### config.mk
export PLATFORM = sky130hd
export DESIGN_NAME = aoc_prep
export DESIGN_NICKNAME = d
export VERILOG_FILES = /design/src/rtl/aoc_pkg.sv /design/src/rtl/aoc_prep.sv
export SDC_FILE = /design/constraint.sdc
export NUM_CORES = 2
export LEC_CHECK = 0
export BUFFER_PORTS_ARGS = -buffer_cell sky130_fd_sc_hd__buf_4
export CORE_MARGIN = 2
export CORE_UTILIZATION = 60
export CTS_CLUSTER_SIZE = 40
export DETAILED_ROUTE_END_ITERATION = 12
export PLACE_DENSITY = 0.83
export REMOVE_ABC_BUFFERS = 1
export SYNTH_ARGS = -nofsm -noshare
export SYNTH_HDL_FRONTEND = slang
export SYNTH_SLANG_ARGS = --single-unit
### constraint.sdc
create_clock -name clk_i -period 8.9 [get_ports clk_i]
set_input_delay 2.225 -clock clk_i [delete_from_list [all_inputs] [get_ports clk_i]]
set_output_delay 2.225 -clock clk_i [all_outputs]
set_load 0.02 [all_outputs]
### src/rtl/aoc_pkg.sv
// ----------------------------------------------------------------------------
// aoc_pkg
// Types and constants shared by the source-over compositing pipeline.
// ----------------------------------------------------------------------------
package aoc_pkg;

  localparam int unsigned PixW   = 32;
  localparam int unsigned CfgW   = 17;
  localparam int unsigned NumW   = 26;
  localparam int unsigned DenW   = 17;
  localparam int unsigned NumCh  = 3;
  localparam int unsigned QBits  = 8;

  typedef enum logic [1:0] {
    CFG_REMAP_EN = 2'd0,
    CFG_LOW      = 2'd1,
    CFG_HIGH     = 2'd2
  } cfg_reg_e;

  // remapped source and destination, with the trivial cases resolved
  typedef struct packed {
    logic            bypass;
    logic [PixW-1:0] pix;
    logic [PixW-1:0] src;
    logic [PixW-1:0] dst;
  } blend_t;

  // one item inside the divider
  typedef struct packed {
    logic                         bypass;
    logic [PixW-1:0]              pix;
    logic [DenW-1:0]              den;
    logic [NumCh-1:0][NumW-1:0]   rem;
    logic [NumCh-1:0][QBits-1:0]  quo;
  } div_t;

endpackage

### src/rtl/aoc_prep.sv
// ----------------------------------------------------------------------------
// aoc_prep
// Two stages: channel products, then numerators and the common denominator.
// ----------------------------------------------------------------------------
module aoc_prep (
  input  logic            clk_i,
  input  logic            rst_ni,
  input  logic            en_i,
  input  logic            valid_i,
  input  aoc_pkg::blend_t blend_i,
  output logic            valid_o,
  output aoc_pkg::div_t   div_o
);
  import aoc_pkg::*;

  logic                   v3_q, v4_q;
  logic                   byp_q;
  logic [PixW-1:0]        pix_q;
  logic [7:0]             as_q, ad_q;
  logic [15:0]            asad_q;
  logic [NumCh-1:0][15:0] csas_d, cdad_d, csas_q, cdad_q;
  logic [8:0]             as_inv;
  logic [8:0]             as_sum;
  div_t                   div_d, div_q;

  always_comb begin
    for (int i = 0; i < NumCh; i++) begin
      csas_d[i] = 16'(blend_i.src[8*i +: 8]) * 16'(blend_i.src[31:24]);
      cdad_d[i] = 16'(blend_i.dst[8*i +: 8]) * 16'(blend_i.dst[31:24]);
    end
  end

  always_ff @(posedge clk_i or negedge rst_ni) begin
    if (!rst_ni) begin
      v3_q <= 1'b0;
      v4_q <= 1'b0;
    end else if (en_i) begin
      v3_q <= valid_i;
      v4_q <= v3_q;
    end
  end

  always_ff @(posedge clk_i) begin
    if (en_i) begin
      byp_q  <= blend_i.bypass;
      pix_q  <= blend_i.pix;
      as_q   <= blend_i.src[31:24];
      ad_q   <= blend_i.dst[31:24];
      asad_q <= 16'(blend_i.src[31:24]) * 16'(blend_i.dst[31:24]);
      csas_q <= csas_d;
      cdad_q <= cdad_d;
      div_q  <= div_d;
    end
  end

  always_comb begin
    as_inv       = 9'd256 - {1'b0, as_q};
    as_sum       = {1'b0, as_q} + {1'b0, ad_q};
    div_d.bypass = byp_q;
    div_d.pix    = pix_q;
    div_d.den    = {as_sum, 8'd0} - {1'b0, asad_q};
    div_d.quo    = '0;
    for (int i = 0; i < NumCh; i++) begin
      div_d.rem[i] = {2'b00, csas_q[i], 8'd0} + NumW'(cdad_q[i]) * NumW'(as_inv);
    end
  end

  assign valid_o = v4_q;
  assign div_o   = div_q;

endmodule

==> flow_summary.ini <==
[cells_and_area]
area_delta_synth_final_pct = 9.32
final_util_pct = 66.2
nets = 5140
final_area_um2 = 42500
drive_above_1_share_pct = 7.94
final.fill_count = 4875

[floorplan]
die_area_um2 = 66800
die_w_um = 259
num_rows = 93
core_area_um2 = 64200
ios = 254
start_util_pct = 60.5
dieHeight_um = 259

[placement]
port_buffers = 229
placed_cell_area_um2 = 41300
dp_hpwl_mm = 62.3
place.gp.congestion = 0.863

[global_routing]
grt_max_degree = 162
first_global_vias = 28100
grt_use_total_pct = 25.7
grt_pass1_wl_mm = 138
antenna_found_initial = 1
grt_overflow = 0

[synthesis]
synth_enable_flop_cells = 289
synth_fa_ha_area_share_pct = 44.6
yosys_warnings = 0
synth_top_area_share_pct = 31.0
synth_area_leaders = fa_1, edfxtp_1, ha_1
seq_area_frac_synth_pct = 22.5
syn_area_per_cell_um2 = 10.1
synth.distinct_cells = 62
synth_top_family_by_area = adder cells
synthMuxAreaShare_pct = 0.0579
synth_seq_cells = 291
synthFlopType = edfxtp_1
yosys.area_share.simple_pct = 15.3
async_reset_ff_share_pct = 0.687
synth_xor_area_share_pct = 3.63
synth.largest_area_cell = fa_1
synth_area_um2 = 38900
synthCells = 3848
synth_compound_area_share_pct = 4.82

[critical_path]
required_ps = 9200
start_kind = flop
critPathKind = reg -> reg
crit_path_max_fanout = 38
endpoint_kind = flop
critPathArrivalTime_ps = 7110

[drt]
ant_nets = 0
drtIter0Drc = 1756
drt-pass1-iter-count = 6
drcViolationCount = 0
drt-vias-per-instance = 5.41
routedWlPerCell_um = 16.9
routed_wl_mm = 82.8
vias = 26500

[sta]
drv_slew = 0
max_freq_ghz = 0.147
rsz0062_at_grt = false
min_period_ps = 6810
worstMarginPinSlew_ps = 1030
skew_ps = 31.4
slew_headroom_pct = 31.6
finalHoldViolCount = 0
setup_violations = 0
fin_crit_sh_pct = 76.5
setup_tns_ps = 0

[min_path]
hp-class = reg -> reg

[clocking]
h-tree-depth = 2
hold_buffers = 0
clk_pin_slew_worst_paths_ps = 60
cts_setup_buffers = 0
cts_tree = done
cts_buffer_depth = 3
numCtsBuffers = 37
ctsResizeCount = 0
clockRootBuffer = clkbuf_16
clkSinkCount = 291
worst_skew_pair.late_latency_ps = 570

[run_status]
status = finished clean

[flow_run]
drv_cap = 0
[cell families after synthesis]
kind of cell	Yosys count
AOI/OAI and AO/OA	287
xor gates and xnor gates	161
adders and majority gates	1024
buffers and inverters	920
DFF	291
muxes	2
other	1
and+or+nand+nor	1162
[registers in the layout (all words and copies together) (netlist names)]
name     cells
div_o      128
cdad_q      48
csas_q      48
pix_q       32
asad_q      16
ad_q         8
as_q         8
byp_q        1
v3_q         1
valid_o      1
[cells in the mapped netlist (all sizes together), types with 3 or more instances]
cell type  number
a211oi         19
a21o           30
a21oi         104
a221oi          7
a31oi           9
and2          512
and3           11
buf            39
clkbuf         96
edfxtp        289
fa            601
ha            423
inv           785
nand2         432
nand2b         16
nand3          22
nand4           4
nand4b          3
nor2           90
nor2b          18
nor3           25
nor4            6
o211ai         10
o21a           25
o21ai          42
o21bai         10
o31ai          11
o41ai           5
or2             7
or3             8
or4             5
xnor2         125
xor2           36
[area by class of cell]
class	instances	area, um^2	share of cell area, %
Clock buffer	41	941	2.21
Inverter	785	2950	6.93
Sequential cell	291	8730	20.5
Antenna cell	3	7.51	0.0177
Tap cell	855	1070	2.52
Clock inverter	25	248	0.583
Timing Repair Buffer	240	1820	4.29
Multi-Input combinational cell	2660	26700	62.9
[final timing paths]
path | startpoint | end | slack, ps | cells past startpoint
max in group asynchronous | rst_ni | v3_q | 7370 | 1
max reg2reg | as_q[3] | div_o[49] | 2090 | 20
min in group asynchronous | rst_ni | valid_o | 1450 | 1
min reg2reg | pix_q[25] | div_o[144] | 420 | 0
min | pix_q[25] | div_o[144] | 420 | 0
max | as_q[3] | div_o[49] | 2090 | 20
[worst max-delay path, stage by stage (launching register included)]
cell and delay [ps]:
edfxtp_1 490, nor2_1 180, nor4b_1 460, xnor2_2 310, buf_4 490, and2_1 210, fa_1 470, fa_1 580
fa_1 430, fa_1 500, inv_1 90, fa_1 490, inv_1 40, ha_1 350, nand3_1 140, nor2_1 120
a21o_1 180, o21ai_2 120, o41ai_1 610, or4_1 190, nand3_1 70
[placed cells by master (no fill, tap or decap), types with 7 or more instances in the layout]
cell       instances
inv_1            785
fa_1             601
and2_1           512
nand2_1          432
ha_1             423
edfxtp_1         289
buf_4            238
xnor2_1          120
a21oi_1          103
nor2_1            90
o21ai_0           39
clkbuf_16         37
xor2_1            35
a21o_1            30
o21a_1            25
nor3_1            25
conb_1            24
nand3_1           22
nor2b_1           18
a211oi_1          18
nand2b_1          16
and3_1            11
o31ai_1           10
o21bai_1          10
clkinv_1          10
o211ai_1           9
a31oi_1            9
or3_1              8
or2_2              7
clkinv_2           7
[stage by stage]
step | cells | hold slack [ps] | setup slack [ps]
global placement | 4831 | 400 | 2280
finish | 4900 | 416 | 2090
global route | 4897 | 422 | 1690
CTS | 4897 | 411 | 2110
detailed placement | 4831 | 405 | 2140
floorplan | 3736 | 400 | 1160
[layer usage]
layer	share of wire [%]	vias to the layer above	global-route usage [%]
met4	2.8	0	7.85
met5	0	-	0
met2	50	854	44.4
met1	41	13300	33.7
li1	-	12200	-
met3	6.5	161	3.65
Power is left out: the tool's default activity adds up to more than one toggle a clock period on the data nets, which glitch-free logic cannot reach.
