===== config.mk =====
export PLATFORM = sky130hd
export DESIGN_NAME = aoc_div
export DESIGN_NICKNAME = d
export VERILOG_FILES = /design/src/rtl/aoc_pkg.sv /design/src/rtl/aoc_div.sv
export SDC_FILE = /design/constraint.sdc
export NUM_CORES = 2
export LEC_CHECK = 0
export CAP_MARGIN = 25
export CORE_MARGIN = 2
export CORE_UTILIZATION = 50
export CTS_CLUSTER_SIZE = 12
export DETAILED_ROUTE_END_ITERATION = 12
export DONT_BUFFER_PORTS = 1
export HOLD_SLACK_MARGIN = 0.08
export PLACE_DENSITY = 0.77
export SYNTH_ARGS = -nofsm -noshare
export SYNTH_HDL_FRONTEND = slang
export SYNTH_SLANG_ARGS = --single-unit

===== constraint.sdc =====
create_clock -name clk_i -period 3.5 [get_ports clk_i]
set_input_delay 0.525 -clock clk_i [delete_from_list [all_inputs] [get_ports clk_i]]
set_output_delay 0.525 -clock clk_i [all_outputs]
set_load 0.02 [all_outputs]

===== src/rtl/aoc_pkg.sv =====
// ----------------------------------------------------------------------------
// aoc_pkg
// Types and constants shared by the source-over compositing pipeline.
// ----------------------------------------------------------------------------
package aoc_pkg;

  localparam int unsigned PixW   = 32;
  localparam int unsigned CfgW   = 17;
  localparam int unsigned NumW   = 26;
  localparam int unsigned DenW   = 17;
  localparam int unsigned NumCh  = 3;
  localparam int unsigned QBits  = 8;

  typedef enum logic [1:0] {
    CFG_REMAP_EN = 2'd0,
    CFG_LOW      = 2'd1,
    CFG_HIGH     = 2'd2
  } cfg_reg_e;

  // remapped source and destination, with the trivial cases resolved
  typedef struct packed {
    logic            bypass;
    logic [PixW-1:0] pix;
    logic [PixW-1:0] src;
    logic [PixW-1:0] dst;
  } blend_t;

  // one item inside the divider
  typedef struct packed {
    logic                         bypass;
    logic [PixW-1:0]              pix;
    logic [DenW-1:0]              den;
    logic [NumCh-1:0][NumW-1:0]   rem;
    logic [NumCh-1:0][QBits-1:0]  quo;
  } div_t;

endpackage


===== src/rtl/aoc_div.sv =====
// ----------------------------------------------------------------------------
// aoc_div
// Eight-stage restoring divider, one quotient bit per stage, three channels.
// ----------------------------------------------------------------------------
module aoc_div (
  input  logic          clk_i,
  input  logic          rst_ni,
  input  logic          en_i,
  input  logic          valid_i,
  input  aoc_pkg::div_t div_i,
  output logic          valid_o,
  output aoc_pkg::div_t div_o
);
  import aoc_pkg::*;

  logic [QBits:0] vld;
  div_t           st [QBits+1];

  assign vld[0] = valid_i;
  assign st[0]  = div_i;

  for (genvar g = 0; g < QBits; g++) begin : g_step
    localparam int unsigned Bit = QBits - 1 - g;
    logic [NumW-1:0] trial;
    logic            v_q;
    div_t            s_d, s_q;

    assign trial = NumW'(st[g].den) << Bit;

    always_comb begin
      s_d = st[g];
      for (int i = 0; i < NumCh; i++) begin
        if (st[g].rem[i] >= trial) begin
          s_d.rem[i]      = st[g].rem[i] - trial;
          s_d.quo[i][Bit] = 1'b1;
        end
      end
    end

    always_ff @(posedge clk_i or negedge rst_ni) begin
      if (!rst_ni) v_q <= 1'b0;
      else if (en_i) v_q <= vld[g];
    end

    always_ff @(posedge clk_i) begin
      if (en_i) s_q <= s_d;
    end

    assign vld[g+1] = v_q;
    assign st[g+1]  = s_q;
  end

  assign valid_o = vld[QBits];
  assign div_o   = st[QBits];

`ifndef SYNTHESIS
  a_rem_below_den: assert property (@(posedge clk_i) disable iff (!rst_ni)
    valid_o && !div_o.bypass |-> div_o.rem[0] < NumW'(div_o.den)
      && div_o.rem[1] < NumW'(div_o.den) && div_o.rem[2] < NumW'(div_o.den))
    else $error("divider remainder not below denominator");
  a_alpha_nonzero: assert property (@(posedge clk_i) disable iff (!rst_ni)
    valid_o && !div_o.bypass |-> div_o.den[15:8] != 8'd0)
    else $error("blended alpha is zero");
`endif

endmodule


==> metrics.md <==
| Metric | Value |
|---|---|
| Number of synthesized flops with an enable pin | `1,216` |
| Startpoint class of the critical path | `flop` |
| DIE AREA | `131,000 um2` |
| WHS | `between 150 and 200 ps` |
| Skew-Pair Late Insertion Delay | `760 ps` |
| CP Capture Type | `flop` |
| Count leader, synth | `edfxtp_1` |
| Cells after Synth | `5,335` |
| Ys async rst share | `0.006536` |
| Initial core utilization | `0.5029` |
| RD Place Congestion | `0.9356` |
| CTS Buf Count | `136` |
| Largest area contributor in the netlist | `edfxtp_1` |
| Max-Cap Viols | `0` |
| Core box area | `~130,000 um2` |
| Period minus WS final | `3421 ps` |
| Met1 usage | `0.2825` |
| TritonCTS clock tree | `yes` |
| Post-synthesis sequential area ratio | `0.5733` |
| Post-route worst setup slack | `79.09 ps` |
| R2R Setup Slk | `80 ps` |
| Slew @ Worst Pin | `1234 ps` |
| Required time of the critical path | `4060 ps` |
| Yosys warns | `0` |
| Cell variety after synth | `93` |
| Port Buffers | `0` |
| Comb pwr share | `0.337` |
| Critical path class | `flop to flop` |
| CTS clock-pin slew for the worst setup and hold paths | `50 ps` |
| 1st-iter DRT viols | `3,064` |
| Leak | `about 0.028 uW` |
| Switching portion of total power | `0.3337` |
| Synth Flop Type | `edfxtp_1` |
| Post-synthesis register bit count | `1,224` |
| DP Wirelength | `~110 mm` |
| WHS Path Cells | `2` |
| Synth area leaders | `edfxtp_1 57%, ha_1 8.0%, a21oi_1 3.5%` |
| Synth-to-layout area growth | `14.21%` |
| Grt total ovfl | `0` |
| Max Clock Skew | `~25 ps` |
| Largest net degree at the start of global routing | `roughly 1,200` |
| Synth cell count leaders | `1,216 x edfxtp_1, 448 x a21oi_1, 408 x ha_1` |
| Final ANT Viol Nets | `0` |
| Via Count | `41,300` |
| CTS max path bufs | `3` |
| ANT cells | `0` |
| Reg-to-Reg Start | `g_step[4].s_q[118]` |
| Final Max Slew Viols | `0` |
| CP top delay family | `simple AND/OR/NAND/NOR gates` |
| CTS Root Cell | `clkbuf_16` |
| Clock Power Share | `0.245` |
| GRT Overall Usage | `0.2235` |
| Sequential fraction of design power | `0.418` |
| Met3 GRT Util | `0.03272` |
| CP Data Arrival Time | `3980 ps` |
| Switching power | `18,490 uW` |
| Syn avg cell area | `between 10 and 15 um2` |
| Placement Cell Area | `between 60,000 and 70,000 um2` |
| CP Buf/Inv Count | `3` |
| Initial antenna violation count | `0` |
| Worst hold path class | `primary input to flop` |
| DR vias/cell | `5.556` |
| Final Hold Fails | `0` |
| Cell Count, Final, Fillers Out | `7,433` |
| FILL cells | `around 10,000` |
| CP max stage delay | `520 ps` |
| Pre-CTS WS | `5.588 ps` |
| Design area | `73,150 um2` |
| R2R cell count | `12` |
| Area share of the largest cell type after synthesis | `0.5701` |
| H-tree depth | `4` |
| Cell Pwr Density | `757.4 nW/um2` |
| Slew margin rel. | `0.1775` |
| Inst Count DP | `7,029` |
| Io pins | `309` |
| Peak supply drop | `0.4520 mV` |
| Nets | `6,268` |
| Die outline width | `between 300 and 400 um` |
| Worst R2R End | `g_step[5].s_q[49]` |
| Hold endpoint | `g_step[0].s_q[58]` |
| Worst path cell trace | `inv_1, ha_1, nand3_1, or3_1, nor4_1, nor4_1, inv_1, a21oi_2, buf_4, nor2b_1, nor3b_1, xor2_1` |
| Max FO, Critical Path | `13` |
| Routed wire per std cell | `19.88 um` |
| Final setup fails | `0` |
| Met2 usage | `0.3711` |
| Synth Net Count | `between 5,000 and 6,000` |
| Crit share post-route | `0.9774` |
| Cell Int Power | `36,910 uW` |
| Sink Count | `1,224` |
| WL final | `147.8 mm` |
| Cell area after synthesis | `64,050 um2` |
| GR peak layer | `met2` |
| Row count | `131` |
| First-pass GRT wire length | `226.6 mm` |
| Worst Hold Launch | `div_i[58]` |
| CP max stage cell | `nor4_1` |
| Residual DRC | `0` |
| First-pass DRT Iterations | `6` |
| Number of global-route vias before repair | `40,140` |
| Fmax | `between 200 and 300 MHz` |
| Die Height | `about 360 um` |
| Layout cells sized above 1 | `0.09132` |
| Run status | `finished, final reports clean` |
logic make-up after synthesis:
group,share of synthesized area
mux,0.01967
flops,0.5733
xor+xnor,0.06058
compound gates,0.1253
simple gates,0.1104
fa+ha+maj,0.08721
buf+inv,0.02354
power by group through the flow:
| stage | Combinational, uW | Sequential, uW | Clock, uW |
|---|---|---|---|
| 2_1_floorplan | 14100 | 22500 | 0 |
| 3_3_place_gp | 17600 | 23400 | 0 |
| 3_5_place_dp | 17800 | 23400 | 0 |
| 4_1_cts | 18100 | 23100 | 14000 |
| 5_1_grt | 20900 | 23500 | 14500 |
| 6_report | 18600 | 23200 | 13600 |
routing by layer:
layer	routed length, um	vias up
li1	-	20620
met1	62950	19250
met2	70440	1155
met3	6230	272
met4	8171	0
met5	0	-
stage by stage:
| step | util | TNS (ps) | total power [uW] |
|---|---|---|---|
| 2_1_floorplan | - | 0 | 36530 |
| 3_3_place_gp | 0.5255 | 0 | 41020 |
| 3_5_place_dp | 0.5255 | 0 | 41250 |
| 4_1_cts | 0.5714 | 0 | 55270 |
| 5_1_grt | 0.5744 | -28.28 | 58950 |
| 6_report | 0.5744 | 0 | 55400 |
state kept, by name, indices dropped and copies added (netlist names):
name,cells
g_step.s_q,1064
div_o,152
g_step.v_q,7
valid_o,1
area by class of cell:
type | count | area [um2] | area share
clock buffer | 171 | 3640 | 0.04976
multi-input combinational | 3718 | 25990 | 0.3553
tap | 1662 | 2079 | 0.02843
timing repair buffer | 306 | 2983 | 0.04078
sequential | 1224 | 36720 | 0.5019
clock inverter | 58 | 636.9 | 0.008707
inverter | 294 | 1107 | 0.01514
cells in the final DEF (no fill, tap or decap), drive strengths merged, types with 40 or more instances in the layout:
master,instances
nor2,370
nand2,381
edfxtp,1216
o21a,49
buf,147
dlygate4sd3,157
xnor2,249
o21bai,44
clkbuf,173
xor2,194
a31oi,41
nand2b,75
or3,47
nand4,56
a21oi,450
ha,408
o21ai,333
a21o,161
nor2b,64
inv,301
mux2,103
nor4,40
nand3,94
nor3,123
worst max-delay path by stage:
| stage | from | to | slack [ps] | cells past startpoint |
|---|---|---|---|---|
| 2_1_floorplan | g_step[2].s_q[28] | g_step[3].s_q[29] | 240 | 13 |
| 3_3_place_gp | g_step[2].s_q[102] | g_step[3].s_q[81] | 60 | 11 |
| 3_5_place_dp | g_step[2].s_q[102] | g_step[3].s_q[101] | 6 | 13 |
| 4_1_cts | g_step[2].s_q[102] | g_step[3].s_q[101] | 1 | 13 |
| 5_1_grt | g_step[0].s_q[102] | g_step[1].s_q[72] | -10 | 13 |
| 6_report | g_step[4].s_q[118] | g_step[5].s_q[49] | 80 | 12 |
worst register-to-register path, delay by kind of cell (launching register included):
kind	cells	cell delay [ps]
buffers and inverters	3	530
and+or+nand+nor	6	1630
xor gates and xnor gates	1	240
DFF	1	410
AOI/OAI and AO/OA	1	40
adders and majority gates	1	400
what timing repair did:
action                                  in CTS  in global routing
endpoints found under the setup margin       0                 66
setup buffers                                0                 10
hold buffers                               157                  1
hold endpoints to repair                   173                 69
resized for setup                            0                 22
(Power assumes the default switching activity.)
